## src/sv/ntfp_pkg.sv

```systemverilog
`default_nettype none
// ----------------------------------------------------------------------------
// ntfp_pkg
// Types and constants shared by the NMEA time field parser modules.
// ----------------------------------------------------------------------------
package ntfp_pkg;

	// character codes
	localparam logic [7:0] CHAR_ZERO = 8'h30;
	localparam logic [7:0] CHAR_NINE = 8'h39;
	localparam logic [7:0] CHAR_DOT  = 8'h2E;

	// field layout and range limits
	localparam logic [2:0] POS_DOT       = 3'd6;
	localparam logic [2:0] POS_FRACTION  = 3'd7;
	localparam logic [2:0] POS_HOUR_LO   = 3'd1;
	localparam logic [2:0] POS_MINUTE_LO = 3'd3;
	localparam logic [6:0] HOUR_LIMIT    = 7'd23;
	localparam logic [6:0] MIN_SEC_LIMIT = 7'd59;

	// running state of one field
	typedef struct packed {
		logic [2:0]  char_position;   // saturates at the fraction position
		logic [6:0]  pair_accum;
		logic [4:0]  hour_reg;
		logic [5:0]  minute_reg;
		logic [5:0]  second_reg;
		logic [29:0] fraction_accum;
		logic [3:0]  digit_count;
		logic        error_flag;
	} field_state_t;

	// one parsed time result
	typedef struct packed {
		logic        time_ok;
		logic [4:0]  hour_value;
		logic [5:0]  minute_value;
		logic [5:0]  second_value;
		logic [29:0] fraction_value;
		logic [3:0]  fraction_digits;
	} time_result_t;

endpackage
`default_nettype wire

```

## src/sv/ntfp_char_step.sv

```systemverilog
`default_nettype none
// ----------------------------------------------------------------------------
// ntfp_char_step
// Applies one character to the field state and forms the result that a
// final character produces.
// ----------------------------------------------------------------------------
module ntfp_char_step #(
	parameter int MAX_FRACTION_DIGITS = 9
) (
	input  wire ntfp_pkg::field_state_t state,
	input  wire logic [7:0]             char_code,
	input  wire logic                   last_char,
	output ntfp_pkg::field_state_t      next_state,
	output ntfp_pkg::time_result_t      result
);

	logic                   is_digit;
	logic [3:0]             digit;
	logic [6:0]             pair_sum;
	logic [6:0]             pair_limit;
	logic [2:0]             pos;
	logic [2:0]             pos_next;
	ntfp_pkg::field_state_t upd;
	logic                   ok;

	// digit decode
	assign is_digit = (char_code >= ntfp_pkg::CHAR_ZERO) && (char_code <= ntfp_pkg::CHAR_NINE);
	assign digit    = is_digit ? 4'(char_code - ntfp_pkg::CHAR_ZERO) : 4'd0;
	assign pos      = state.char_position;
	assign pair_sum = state.pair_accum + 7'(digit);
	assign pair_limit = (pos == ntfp_pkg::POS_HOUR_LO) ? ntfp_pkg::HOUR_LIMIT
	                                                   : ntfp_pkg::MIN_SEC_LIMIT;
	assign pos_next = (pos < ntfp_pkg::POS_FRACTION) ? pos + 3'd1 : pos;

	// field state update for this character
	always_comb begin
		upd = state;
		upd.char_position = pos_next;
		if (!state.error_flag) begin
			if (pos < ntfp_pkg::POS_DOT) begin
				if (!is_digit) begin
					upd.error_flag = 1'b1;
				end else if (!pos[0]) begin
					// tens digit times ten
					upd.pair_accum = 7'({digit, 3'b000}) + 7'({digit, 1'b0});
				end else if (pair_sum > pair_limit) begin
					upd.error_flag = 1'b1;
				end else if (pos == ntfp_pkg::POS_HOUR_LO) begin
					upd.hour_reg = 5'(pair_sum);
				end else if (pos == ntfp_pkg::POS_MINUTE_LO) begin
					upd.minute_reg = 6'(pair_sum);
				end else begin
					upd.second_reg = 6'(pair_sum);
				end
			end else if (pos == ntfp_pkg::POS_DOT) begin
				if (char_code != ntfp_pkg::CHAR_DOT) begin
					upd.error_flag = 1'b1;
				end
			end else begin
				if (!is_digit || (state.digit_count >= 4'(MAX_FRACTION_DIGITS))) begin
					upd.error_flag = 1'b1;
				end else begin
					upd.fraction_accum = {state.fraction_accum[26:0], 3'b000}
					                   + {state.fraction_accum[28:0], 1'b0}
					                   + 30'(digit);
					upd.digit_count = state.digit_count + 4'd1;
				end
			end
		end
	end

	// result on the final character, field state cleared after it
	assign ok = !upd.error_flag && ((pos_next == ntfp_pkg::POS_DOT) ||
	            ((pos_next == ntfp_pkg::POS_FRACTION) && (upd.digit_count != 4'd0)));

	always_comb begin
		result.time_ok         = ok;
		result.hour_value      = ok ? upd.hour_reg       : 5'd0;
		result.minute_value    = ok ? upd.minute_reg     : 6'd0;
		result.second_value    = ok ? upd.second_reg     : 6'd0;
		result.fraction_value  = ok ? upd.fraction_accum : 30'd0;
		result.fraction_digits = ok ? upd.digit_count    : 4'd0;
		next_state = last_char ? '0 : upd;
	end

endmodule
`default_nettype wire

```

## src/sv/ntfp_out_reg.sv

```systemverilog
`default_nettype none
// ----------------------------------------------------------------------------
// ntfp_out_reg
// Result register on the output channel; holds a result while stalled.
// ----------------------------------------------------------------------------
module ntfp_out_reg (
	input  wire logic                   clk,
	input  wire logic                   arst_n,
	input  wire logic                   load,
	input  wire ntfp_pkg::time_result_t load_result,
	input  wire logic                   out_stall,
	output logic                        out_valid,
	output ntfp_pkg::time_result_t      result_q
);

	logic valid_q;

	// valid flag
	always_ff @(posedge clk or negedge arst_n) begin
		if (!arst_n) begin
			valid_q <= 1'b0;
		end else if (load) begin
			valid_q <= 1'b1;
		end else if (!out_stall) begin
			valid_q <= 1'b0;
		end
	end

	// payload
	always_ff @(posedge clk) begin
		if (load) begin
			result_q <= load_result;
		end
	end

	assign out_valid = valid_q;

endmodule
`default_nettype wire

```

## src/sv/nmea_time_field_parser_core.sv

```systemverilog
`default_nettype none
// ----------------------------------------------------------------------------
// nmea_time_field_parser_core
// Parses an NMEA hhmmss[.f...] time field one character per transfer.
// ----------------------------------------------------------------------------
// Takes one character per cycle unless the input stalls; each character
// goes through an input register, then one step of digit check, range
// check and multiply-by-ten accumulate updates the field state. The final
// character of a field loads the result register from that step, and a new
// character may enter the input register meanwhile. Input stalls only when a
// final character waits behind a result the output side has not yet taken.
// Time fields are zero whenever time_ok is low.
// ----------------------------------------------------------------------------
module nmea_time_field_parser_core #(
	parameter int MAX_FRACTION_DIGITS = 9
) (
	input  wire logic        clk,
	input  wire logic        arst_n,
	input  wire logic        in_valid,
	output logic             in_stall,
	input  wire logic [7:0]  char_code,
	input  wire logic        last_char,
	output logic             out_valid,
	input  wire logic        out_stall,
	output logic             time_ok,
	output logic [4:0]       hour_value,
	output logic [5:0]       minute_value,
	output logic [5:0]       second_value,
	output logic [29:0]      fraction_value,
	output logic [3:0]       fraction_digits
);

	logic                   valid_s1;
	logic [7:0]             char_s1;
	logic                   last_s1;
	logic                   advance_s1;
	ntfp_pkg::field_state_t state_q;
	ntfp_pkg::field_state_t state_next;
	ntfp_pkg::time_result_t step_result;
	ntfp_pkg::time_result_t out_result;

	// stage 1 moves on unless a final character meets a held result
	assign advance_s1 = valid_s1 && (!last_s1 || !out_valid || !out_stall);
	assign in_stall   = valid_s1 && !advance_s1;

	// input register
	always_ff @(posedge clk or negedge arst_n) begin
		if (!arst_n) begin
			valid_s1 <= 1'b0;
		end else if (!in_stall) begin
			valid_s1 <= in_valid;
		end
	end

	always_ff @(posedge clk) begin
		if (in_valid && !in_stall) begin
			char_s1 <= char_code;
			last_s1 <= last_char;
		end
	end

	// character step
	ntfp_char_step #(
		.MAX_FRACTION_DIGITS(MAX_FRACTION_DIGITS)
	) u_step (
		.state      (state_q),
		.char_code  (char_s1),
		.last_char  (last_s1),
		.next_state (state_next),
		.result     (step_result)
	);

	// field state
	always_ff @(posedge clk or negedge arst_n) begin
		if (!arst_n) begin
			state_q <= '0;
		end else if (advance_s1) begin
			state_q <= state_next;
		end
	end

	// result register
	ntfp_out_reg u_out (
		.clk         (clk),
		.arst_n      (arst_n),
		.load        (advance_s1 && last_s1),
		.load_result (step_result),
		.out_stall   (out_stall),
		.out_valid   (out_valid),
		.result_q    (out_result)
	);

	assign time_ok         = out_result.time_ok;
	assign hour_value      = out_result.hour_value;
	assign minute_value    = out_result.minute_value;
	assign second_value    = out_result.second_value;
	assign fraction_value  = out_result.fraction_value;
	assign fraction_digits = out_result.fraction_digits;

`ifndef SYNTH
	// rejected fields carry zero values
	assert property (@(posedge clk) disable iff (!arst_n)
		out_valid && !time_ok |-> hour_value == 5'd0 && minute_value == 6'd0 &&
		second_value == 6'd0 && fraction_value == 30'd0 && fraction_digits == 4'd0)
		else $error("rejected field with nonzero values");

	// accepted fields are in range
	assert property (@(posedge clk) disable iff (!arst_n)
		out_valid && time_ok |-> hour_value <= 5'd23 && minute_value <= 6'd59 &&
		second_value <= 6'd59 && fraction_digits <= 4'(MAX_FRACTION_DIGITS))
		else $error("accepted field out of range");

	// a final character leaves a clean field state
	assert property (@(posedge clk) disable iff (!arst_n)
		advance_s1 && last_s1 |=> state_q == '0 && out_valid)
		else $error("field state not cleared after final character");
`endif

endmodule
`default_nettype wire
```

## config.mk

```make
export PLATFORM = sky130hd
export DESIGN_NAME = nmea_time_field_parser_core
export DESIGN_NICKNAME = d
export VERILOG_FILES = /design/src/sv/ntfp_pkg.sv /design/src/sv/ntfp_char_step.sv /design/src/sv/ntfp_out_reg.sv /design/src/sv/nmea_time_field_parser_core.sv
export SDC_FILE = /design/constraint.sdc
export NUM_CORES = 1
export LEC_CHECK = 0
export BUFFER_PORTS_ARGS = -buffer_cell sky130_fd_sc_hd__buf_2
export CORE_MARGIN = 3
export CORE_UTILIZATION = 61
export CTS_CLUSTER_DIAMETER = 150
export CTS_CLUSTER_SIZE = 16
export DETAILED_ROUTE_END_ITERATION = 16
export PLACE_DENSITY = 0.82
export SYNTH_ARGS = -nofsm -noshare
export SYNTH_HDL_FRONTEND = slang
export SYNTH_SLANG_ARGS = --single-unit
```

## constraint.sdc

```tcl
create_clock -name clk -period 5.2 [get_ports clk]
set_input_delay 0.52 -clock clk [delete_from_list [all_inputs] [get_ports clk]]
set_output_delay 0.52 -clock clk [all_outputs]
set_load 0.1 [all_outputs]
```

==> impl_metrics.csv, run 1 <==
group,metric,value,unit
worst_setup_path,r2r_cells,14,
min_path,hp-start,"char_code[6]",
grt,grt_max_degree,64,
layout,nFillCells,872,
drt,routed_wl,18200,um
layout,fin_cells,987,
grt,grt_pass1_vias,6136,
yosys,synth_top_area_share,23.7,%
yosys,ys_seq_area_share,44.1,%
worst_setup_path,r2r_slack,540,ps
yosys,async_reset_ff_share,50.8,%
layout,num_antenna_cells,0,
yosys,yosysWarnings,0,
clock_network,cts.repair.resized,0,
worst_setup_path,crit_path_start_kind,"register",
sta,slew_violations,0,
placed_design,dp.cells,955,
grt,grtUsageTotal,26.7,%
drt,top_layer,"met4",
sta,fin_ws,538,ps
worst_setup_path,max_stage_delay,690,ps
yosys,ys_ff_latch,124,
sta,fin_setup_tns,0,ps
sta,fin_worst_hold_slack,267,ps
yosys,syn_inst,741,
floorplanning,num_rows,40,
drt,route.detailed.drc,0,
drt,wire_per_inst,18.4,um
clock_network,ctsHtreeMaxLevel,4,
sta,skew,9.41,ps
clock_network,max-clock-path-buffers,2,
power,total_leakage_power,3.87,nW
min_path,hold_end,"char_s1[6]",
clock_network,post_cts_buffers,0,
drt,met1_length,7850,um
clock_network,clk_transition_reported_paths,60,ps
power,peakVddDrop,0.180,mV
yosys,synth_area_leader_cell,"edfxtp_1",
clock_network,cts_buffers,17,
yosys,synth_nets,823,
grt,grt_pass1_wl,30400,um
min_path,hold_class,"input port to register",
run,maxCapViolCount,0,
floorplanning,start_util,63.3,%
sta,worstMarginPinSlew,912,ps
worst_setup_path,cp_data_required_time,5440,ps
sta,relSlewSlack,38.4,%
drt,drt_iter0_drc,583,
worst_setup_path,worstReg2RegStart,"char_s1[5]",
drt,dr.pass1.iters,5,
placed_design,post-place-ws,617,ps
worst_setup_path,worst_path_max_delay_cell,"or4_2",
sta,finalHoldViolCount,0,
drt,ant_nets,0,
yosys,netlist_area,7730,sq um
grt,overflow,0,
yosys,ys_top_cells_by_area,"edfxtp_1, dfrtp_1, ha_1",
worst_setup_path,worstReg2RegEnd,"u_out.result_q[29]",
worst_setup_path,critPathMaxFanout,33,
sta,setup_viol,0,
layout,nNetsFinal,888,
yosys,ys.flop_type,"dfrtp_1",
yosys,synth_edf_count,61,
worst_setup_path,worstPathArrival,4900,ps
min_path,min_path_cells,1,
sta,fmax,215,MHz
sta,grt_setup_unrepaired,"no",
placed_design,detailed_place_hpwl,12300,um
sta,post-route-min-period,4660,ps
status,status,"completed",
worst_setup_path,crit_type,"register to register",
floorplanning,io_pins,67,
clock_network,cts_root_buf,"clkbuf_16",
yosys,avgSynthCellArea,10.4,sq um
drt,vias_per_cell,6.33,
clock_network,postCtsHoldBufs,0,
yosys,synth_cell_type_count,75,
power,p_per_area,291,nW/um^2
clock_network,clock_latency,430,ps
placed_design,gp_congestion,0.937,
power,p_total,2.57,mW
placed_design,io_buffers,66,
layout,area_growth,14.0,%
layout,drive_gt1_share,19.3,%
worst_setup_path,endpoint_kind,"register",
sta,finalCritPeriodShare,89.6,%
drt,wl_met3,1260,um
grt,antenna_found_initial,0,
drt,wl_met2,8680,um
floorplanning,coreArea,12200,sq um
clock_network,clock-sinks,124,
floorplanning,fp.dieH,119,um
worst_setup_path,critical_path.cell_chain,"and4bb_1, and3_1, ha_1, maj3_1, xnor2_1, ha_1, nor2b_1, a21oi_1, a311o_1, a22o_2, o22ai_1, or4_2, buf_4, a211oi_1",
worst_setup_path,cpMostUsedCell,"ha_1",
floorplanning,die_x,119,um
floorplanning,die_area,14100,sq um
clock_network,cts_tree,"built",
drt,vias,6251,
[cell usage after synthesis (10+ instances only)]
cell type  number
nand2_1        98
ha_1           67
dfrtp_1        63
edfxtp_1       61
nor2_1         43
a22o_1         37
a21oi_2        33
a21oi_1        31
o21ai_0        25
clkbuf_1       21
inv_1          21
xnor2_1        18
mux2i_1        14
nand3_1        14
a21o_1         13
nand2b_1       11
a32o_1         10
nor3_1         10
[cells in the final DEF (no fill, tap or decap), types with 11 or more instances in the layout]
master      n
o21ai_0    24
a21oi_1    31
mux2i_1    14
edfxtp_1   61
nand3_1    14
dfrtp_1    63
a21oi_2    33
xnor2_1    18
buf_2      66
nand2_1    98
clkbuf_16  19
inv_1      21
a22o_1     37
nor2_1     43
ha_1       67
a21o_1     13
nand2b_1   11
[metrics by stage]
stage,instance area [sq um],utilization [%]
floorplan,7730,-
global placement,8200,67.1
detailed placement,8200,67.1
CTS,8820,72.2
global route,8820,72.2
finish,8820,72.2
[sequential cells by signal, indices dropped and copies added (netlist names)]
signal and cells:
state_q 61, u_out.result_q 52, char_s1 8, last_s1 1
u_out.out_valid 1, valid_s1 1
[cells by family after synthesis]
kind of cell / Yosys count / synth area share, %
simple gates: 238 / 15.4
compound gates: 215 / 20.9
flops: 124 / 44.1
mux: 15 / 1.96
fa+ha+maj: 71 / 11.6
other cells: 1 / 0.0485
xor+xnor: 26 / 2.94
buf+inv: 51 / 3.04
[where the power goes]
part / internal, mW / switching (mW)
Clock: 0.792 / 0.432
Sequential: 1.06 / 0.0224
Combinational: 0.0437 / 0.214
[critical path: cells and delay by family (launching register included)]
| family | cells | cell delay, ps |
|---|---|---|
| AO/OA/AOI/OAI | 5 | 880 |
| XOR/XNOR | 1 | 470 |
| adder cells (fa/ha/maj) | 3 | 920 |
| buffers and inverters | 1 | 300 |
| flip-flops | 1 | 440 |
| AND/OR/NAND/NOR | 4 | 1460 |
[area by class of cell]
| type | count | area, sq um | area share, % |
|---|---|---|---|
| repair buffers | 75 | 398 | 4.51 |
| inverters | 22 | 82.6 | 0.937 |
| flip-flops and latches | 124 | 3410 | 38.7 |
| multi-input cells | 566 | 4100 | 46.5 |
| clock buffers | 25 | 518 | 5.88 |
| well taps | 168 | 210 | 2.38 |
| clock inverters | 7 | 101 | 1.15 |
[metal layers]
layer  vias up  GRT usage, %
li1       2907             -
met1      3052          36.7
met2       260          42.0
met3        32          5.17
met4         0          10.5
met5         -             0
[how the worst max path moves through the flow]
stage | cells after the start | from | end | slack (ps)
4_1_cts | 14 | char_s1[5] | u_out.result_q[29] | 560
6_report | 14 | char_s1[5] | u_out.result_q[29] | 540
3_3_place_gp | 15 | char_s1[5] | u_out.result_q[29] | 880
2_1_floorplan | 17 | char_s1[5] | u_out.result_q[32] | 1210
5_1_grt | 14 | char_s1[5] | u_out.result_q[29] | 320
3_5_place_dp | 14 | char_s1[5] | u_out.result_q[29] | 620
(Power assumes the default switching activity.)
==> inputs of run 2 (changes only) <==
--- a/config.mk
+++ b/config.mk
@@ -6,8 +6,10 @@
 export NUM_CORES = 1
 export LEC_CHECK = 0
 export BUFFER_PORTS_ARGS = -buffer_cell sky130_fd_sc_hd__buf_2
+export CELL_PAD_IN_SITES_DETAIL_PLACEMENT = 0
+export CELL_PAD_IN_SITES_GLOBAL_PLACEMENT = 2
 export CORE_MARGIN = 3
-export CORE_UTILIZATION = 61
+export CORE_UTILIZATION = 40
 export CTS_CLUSTER_DIAMETER = 150
 export CTS_CLUSTER_SIZE = 16
 export DETAILED_ROUTE_END_ITERATION = 16
==> constraint.sdc (replaced) <==
create_clock -name clk -period 5.2 [get_ports clk]
set_input_delay 0.26 -clock clk [delete_from_list [all_inputs] [get_ports clk]]
set_output_delay 0.26 -clock clk [all_outputs]
set_load 0.1 [all_outputs]
==> impl_metrics.csv, run 2 (synthesized netlist as in run 1, its figures left out) <==
group,metric,value,unit
grt,grt_pass1_vias,6106,
layout,top_regs,"state_q x61, u_out.result_q x52, char_s1 x8",
worst_setup_path,worst_path_max_delay_cell,"or4_2",
worst_setup_path,crit_path_start_kind,"register",
status,status,"completed",
min_path,hp-start,"char_code[2]",
worst_setup_path,endpoint_kind,"register",
clock_network,cts_buffers,17,
clock_network,cts.repair.resized,0,
clock_network,post_cts_buffers,0,
power,power.internal,1.81,mW
worst_setup_path,r2r_cells,15,
sta,relSlewSlack,28.8,%
sta,skew,6.59,ps
sta,setup_viol,0,
drt,vias,6013,
power,p_per_area,282,nW/um^2
power,sequentialPowerShare,43.2,%
floorplanning,die_x,145,um
min_path,min_path_cells,1,
placed_design,gp_congestion,0.867,
grt,overflow,0,
layout,num_antenna_cells,0,
grt,grt_max_degree,64,
sta,grt_setup_unrepaired,"no",
sta,fin_setup_tns,0,ps
floorplanning,fp.dieH,145,um
drt,dr.pass1.iters,5,
worst_setup_path,cp_data_required_time,5440,ps
sta,finalCritPeriodShare,88.2,%
layout,nNetsFinal,889,
power,p_comb_share,10.3,%
min_path,hold_end,"char_s1[2]",
floorplanning,io_pins,67,
layout,fin_cells,1080,
placed_design,dp.cells,1047,
floorplanning,num_rows,50,
power,power.share.switching,27.8,%
placed_design,placed_area,8310,sq um
clock_network,cts_root_buf,"clkbuf_16",
layout,mostFrequentLayoutCell,"nand2_1",
worst_setup_path,critical_path.cell_chain,"and4bb_1, and3_1, ha_1, maj3_1, maj3_1, nand2_1, xnor2_1, ha_1, a21o_1, a211oi_2, a22o_2, o22ai_1, or4_2, buf_4, a211oi_1",
worst_setup_path,worstReg2RegStart,"char_s1[5]",
layout,stdcell_area,8900,sq um
clock_network,ctsHtreeMaxLevel,4,
clock_network,cts_tree,"built",
sta,worstMarginPinSlew,1060,ps
worst_setup_path,critPathMaxFanout,34,
worst_setup_path,max_stage_delay,690,ps
layout,most-common-layout-cells,"nand2_1, ha_1, buf_2",
drt,vias_per_cell,5.57,
layout,top_register,"state_q",
clock_network,clk_transition_reported_paths,60,ps
worst_setup_path,worstReg2RegEnd,"u_out.result_q[29]",
clock_network,clock_latency,420,ps
clock_network,max-clock-path-buffers,2,
sta,post-route-min-period,4580,ps
power,p_clk_share,46.6,%
grt,grt_pass1_wl,32000,um
sta,fmax,218,MHz
sta,finalHoldViolCount,0,
placed_design,detailed_place_hpwl,13400,um
sta,slew_violations,0,
drt,routed_wl,19000,um
worst_setup_path,crit_type,"register to register",
grt,grtUsageTotal,18.7,%
drt,wire_per_inst,17.6,um
min_path,hold_class,"input port to register",
power,total_leakage_power,3.84,nW
floorplanning,start_util,41.1,%
placed_design,io_buffers,66,
worst_setup_path,r2r_slack,620,ps
layout,drive_gt1_share,19.5,%
drt,route.detailed.drc,0,
power,peakVddDrop,0.228,mV
layout,fin_util,47.3,%
floorplanning,die_area,21000,sq um
worst_setup_path,worstPathArrival,4830,ps
floorplanning,coreArea,18800,sq um
grt,antenna_found_initial,0,
layout,largest_register_ffs,61,
run,maxCapViolCount,0,
power,switchingPower,0.698,mW
drt,ant_nets,0,
clock_network,clock-sinks,124,
drt,drt_iter0_drc,304,
layout,area_growth,15.0,%
-- run 2: changes by cell type in the layout (fill, tap and decap cells not counted) --
cell	before	now
clkbuf_1	4	2
clkbuf_16	19	17
inv_6	1	2
clkinv_2	0	2
inv_4	1	0
clkinvlp_4	0	4
dlygate4sd3_1	0	1
clkbuf_8	2	0
-- run 2: worst max-delay path, delay by kind of cell, from the launching register on --
family	cells	cell delay, ps
AOI/OAI and AO/OA	5	990
xor gates and xnor gates	1	120
adders and majority gates	4	1140
buffers and inverters	1	310
DFF	1	440
and+or+nand+nor	4	1380
-- run 2: timing repair --
action | CTS | global route
setup endpoints to repair | 0 | 0
hold endpoints to repair | 0 | 1
hold buffers | 0 | 1
-- run 2: routing by layer --
layer	routed length [um]	GRT usage (%)	vias to the layer above
met5	0	0	-
met1	9300	25.9	2949
li1	-	-	2907
met4	284	5.46	0
met2	8600	29.2	137
met3	838	4.59	20
-- run 2: how the worst max path moves through the flow --
| stage | from | end | slack, ps |
|---|---|---|---|
| floorplan | char_s1[5] | u_out.result_q[32] | 1210 |
| global placement | char_s1[5] | u_out.result_q[29] | 810 |
| detailed placement | char_s1[5] | u_out.result_q[29] | 640 |
| CTS | char_s1[5] | u_out.result_q[29] | 620 |
| global route | char_s1[5] | u_out.result_q[29] | 310 |
| finish | char_s1[5] | u_out.result_q[29] | 620 |
-- run 2: power by group through the flow --
stage / clock network [mW] / logic [mW] / registers (mW)
floorplan: 0 / 0.0742 / 1.22
global placement: 0 / 0.255 / 1.10
detailed placement: 0 / 0.258 / 1.10
CTS: 1.19 / 0.259 / 1.08
global route: 1.24 / 0.276 / 1.09
finish: 1.17 / 0.258 / 1.08
-- run 2: area by class of cell --
type                            count  area (sq um)
Multi-Input combinational cell    566          4100
Timing Repair Buffer               76           408
Sequential cell                   124          3410
Clock buffer                       19           433
Clock inverter                     13           144
Inverter                           22          82.6
Fill cell                        1804          9930
Tap cell                          260           325
-- run 2: stage by stage --
stage | hold WS, ps | total power [mW] | setup WS, ps
4_1_cts | 3.47 | 2.53 | 619
2_1_floorplan | -35.6 | 1.30 | 1210
3_5_place_dp | 440 | 1.36 | 641
5_1_grt | 2.26 | 2.60 | 314
6_report | 14.3 | 2.51 | 616
3_3_place_gp | 436 | 1.36 | 814
==> inputs of run 3 (changes only) <==
--- a/config.mk
+++ b/config.mk
@@ -14,6 +14,7 @@
 export CTS_CLUSTER_SIZE = 16
 export DETAILED_ROUTE_END_ITERATION = 16
 export PLACE_DENSITY = 0.82
+export RECOVER_POWER = 50
 export SYNTH_ARGS = -nofsm -noshare
 export SYNTH_HDL_FRONTEND = slang
 export SYNTH_SLANG_ARGS = --single-unit
==> impl_metrics.csv, run 3 (synthesized netlist as in run 1, its figures left out) <==
group,metric,value,unit
sta,setup_viol,0,
power,p_per_area,284,nW/um^2
min_path,hold_end,"char_s1[2]",
layout,nNetsFinal,889,
drt,dr.pass1.iters,5,
floorplanning,num_rows,50,
placed_design,post-place-ws,641,ps
clock_network,clock-sinks,124,
floorplanning,fp.dieH,145,um
sta,fin_ws,618,ps
sta,fmax,218,MHz
drt,vias_per_cell,5.56,
worst_setup_path,critPathMaxFanout,34,
power,peakVddDrop,0.228,mV
drt,ant_nets,0,
floorplanning,die_x,145,um
min_path,min_path_cells,1,
layout,drive_gt1_share,12.8,%
worst_setup_path,worstReg2RegStart,"char_s1[5]",
sta,grt_setup_unrepaired,"no",
sta,post-route-min-period,4580,ps
clock_network,post_cts_buffers,0,
floorplanning,start_util,41.1,%
sta,slew_violations,64,
min_path,hold_class,"input port to register",
sta,finalHoldViolCount,0,
worst_setup_path,worstPathArrival,4820,ps
drt,routed_wl,19000,um
power,p_total,2.51,mW
clock_network,postCtsHoldBufs,0,
layout,num_antenna_cells,0,
sta,worstMarginPinSlew,3690,ps
layout,largest_register_ffs,61,
sta,relSlewSlack,-146,%
clock_network,cts.repair.resized,0,
grt,antenna_found_initial,0,
sta,skew,6.66,ps
worst_setup_path,endpoint_kind,"register",
clock_network,ctsHtreeMaxLevel,4,
worst_setup_path,r2r_cells,15,
status,violations,"capacitance limit, slew limit",
sta,fin_setup_tns,0,ps
worst_setup_path,worstReg2RegEnd,"u_out.result_q[29]",
layout,top_regs,"state_q x61, u_out.result_q x52, char_s1 x8",
sta,finalCritPeriodShare,88.1,%
layout,top_register,"state_q",
layout,multi_input_area,4100,sq um
status,status,"complete, but fails checks",
placed_design,gp_congestion,0.867,
grt,overflow,0,
worst_setup_path,cp_data_required_time,5440,ps
drt,wire_per_inst,17.6,um
placed_design,detailed_place_hpwl,13400,um
layout,seqCellArea,3410,sq um
clock_network,cts_buffers,17,
clock_network,cts_tree,"built",
layout,mostFrequentLayoutCell,"nand2_1",
min_path,hp-start,"char_code[2]",
clock_network,clock_latency,420,ps
layout,nFillCells,1837,
worst_setup_path,critical_path.cell_chain,"and4bb_1, and3_1, ha_1, maj3_1, maj3_1, nand2_1, xnor2_1, ha_1, a21o_1, a211oi_2, a22o_2, o22ai_1, or4_2, buf_4, a211oi_1",
worst_setup_path,r2r_slack,620,ps
layout,stdcell_area,8830,sq um
grt,grtUsageTotal,18.7,%
layout,most-common-layout-cells,"nand2_1, ha_1, dfrtp_1",
grt,grt_pass1_wl,32000,um
clock_network,cts_root_buf,"clkbuf_16",
worst_setup_path,crit_path_start_kind,"register",
drt,vias,6006,
drt,drt_iter0_drc,300,
worst_setup_path,crit_type,"register to register",
layout,area_growth,14.1,%
grt,grt_pass1_vias,6106,
placed_design,io_buffers,66,
clock_network,clk_transition_reported_paths,60,ps
grt,grt_max_degree,64,
placed_design,placed_area,8310,sq um
power,total_leakage_power,3.68,nW
floorplanning,die_area,21000,sq um
worst_setup_path,worst_path_max_delay_cell,"or4_2",
clock_network,max-clock-path-buffers,2,
floorplanning,io_pins,67,
drt,route.detailed.drc,0,
worst_setup_path,max_stage_delay,690,ps
floorplanning,coreArea,18800,sq um
run,maxCapViolCount,1,
run 3: cell types whose count changed in the layout (fill, tap and decap cells not counted), sizes merged:
| cell | before | now |
|---|---|---|
| clkbuf | 19 | 73 |
| buf | 75 | 21 |
run 3: cell type report:
cell class	count	area share [%]
Multi-Input combinational cell	566	46.4
Sequential cell	124	38.6
Clock buffer	19	4.90
Timing Repair Buffer	76	3.83
Tap cell	260	3.69
Clock inverter	13	1.63
Inverter	22	0.936
run 3: per-layer routing:
| layer | GRT usage, % | wire length, um |
|---|---|---|
| met5 | 0 | 0 |
| met4 | 5.46 | 306 |
| met3 | 4.59 | 823 |
| met2 | 29.2 | 8550 |
| met1 | 25.9 | 9360 |
run 3: worst max-delay path, delay by kind of cell, from the launching register on:
kind / cells / cell delay (ps)
buf+inv: 1 / 310
flops: 1 / 440
compound gates: 5 / 990
xor+xnor: 1 / 120
fa+ha+maj: 4 / 1150
simple gates: 4 / 1380
run 3: where the power goes:
group	switching [mW]	internal (mW)	total [mW]
logic	0.214	0.0380	0.252
registers	0.0228	1.06	1.08
clock network	0.462	0.708	1.17
total	0.699	1.81	2.51
run 3: stage by stage:
stage               instances  hold WS [ps]  util, %
floorplan                 741         -35.6        -
global placement         1047           436     44.1
detailed placement       1047           440     44.1
CTS                      1079          3.47     47.2
global route             1080          2.26     46.9
finish                   1080          14.0     46.9
run 3: how the worst max path moves through the flow:
stage	start	slack [ps]	cells past startpoint	endpoint
after floorplan	char_s1[5]	1210	17	u_out.result_q[32]
after CTS	char_s1[5]	620	15	u_out.result_q[29]
final	char_s1[5]	620	15	u_out.result_q[29]
after detailed placement	char_s1[5]	640	15	u_out.result_q[29]
after global routing	char_s1[5]	310	14	u_out.result_q[29]
after global placement	char_s1[5]	810	15	u_out.result_q[29]
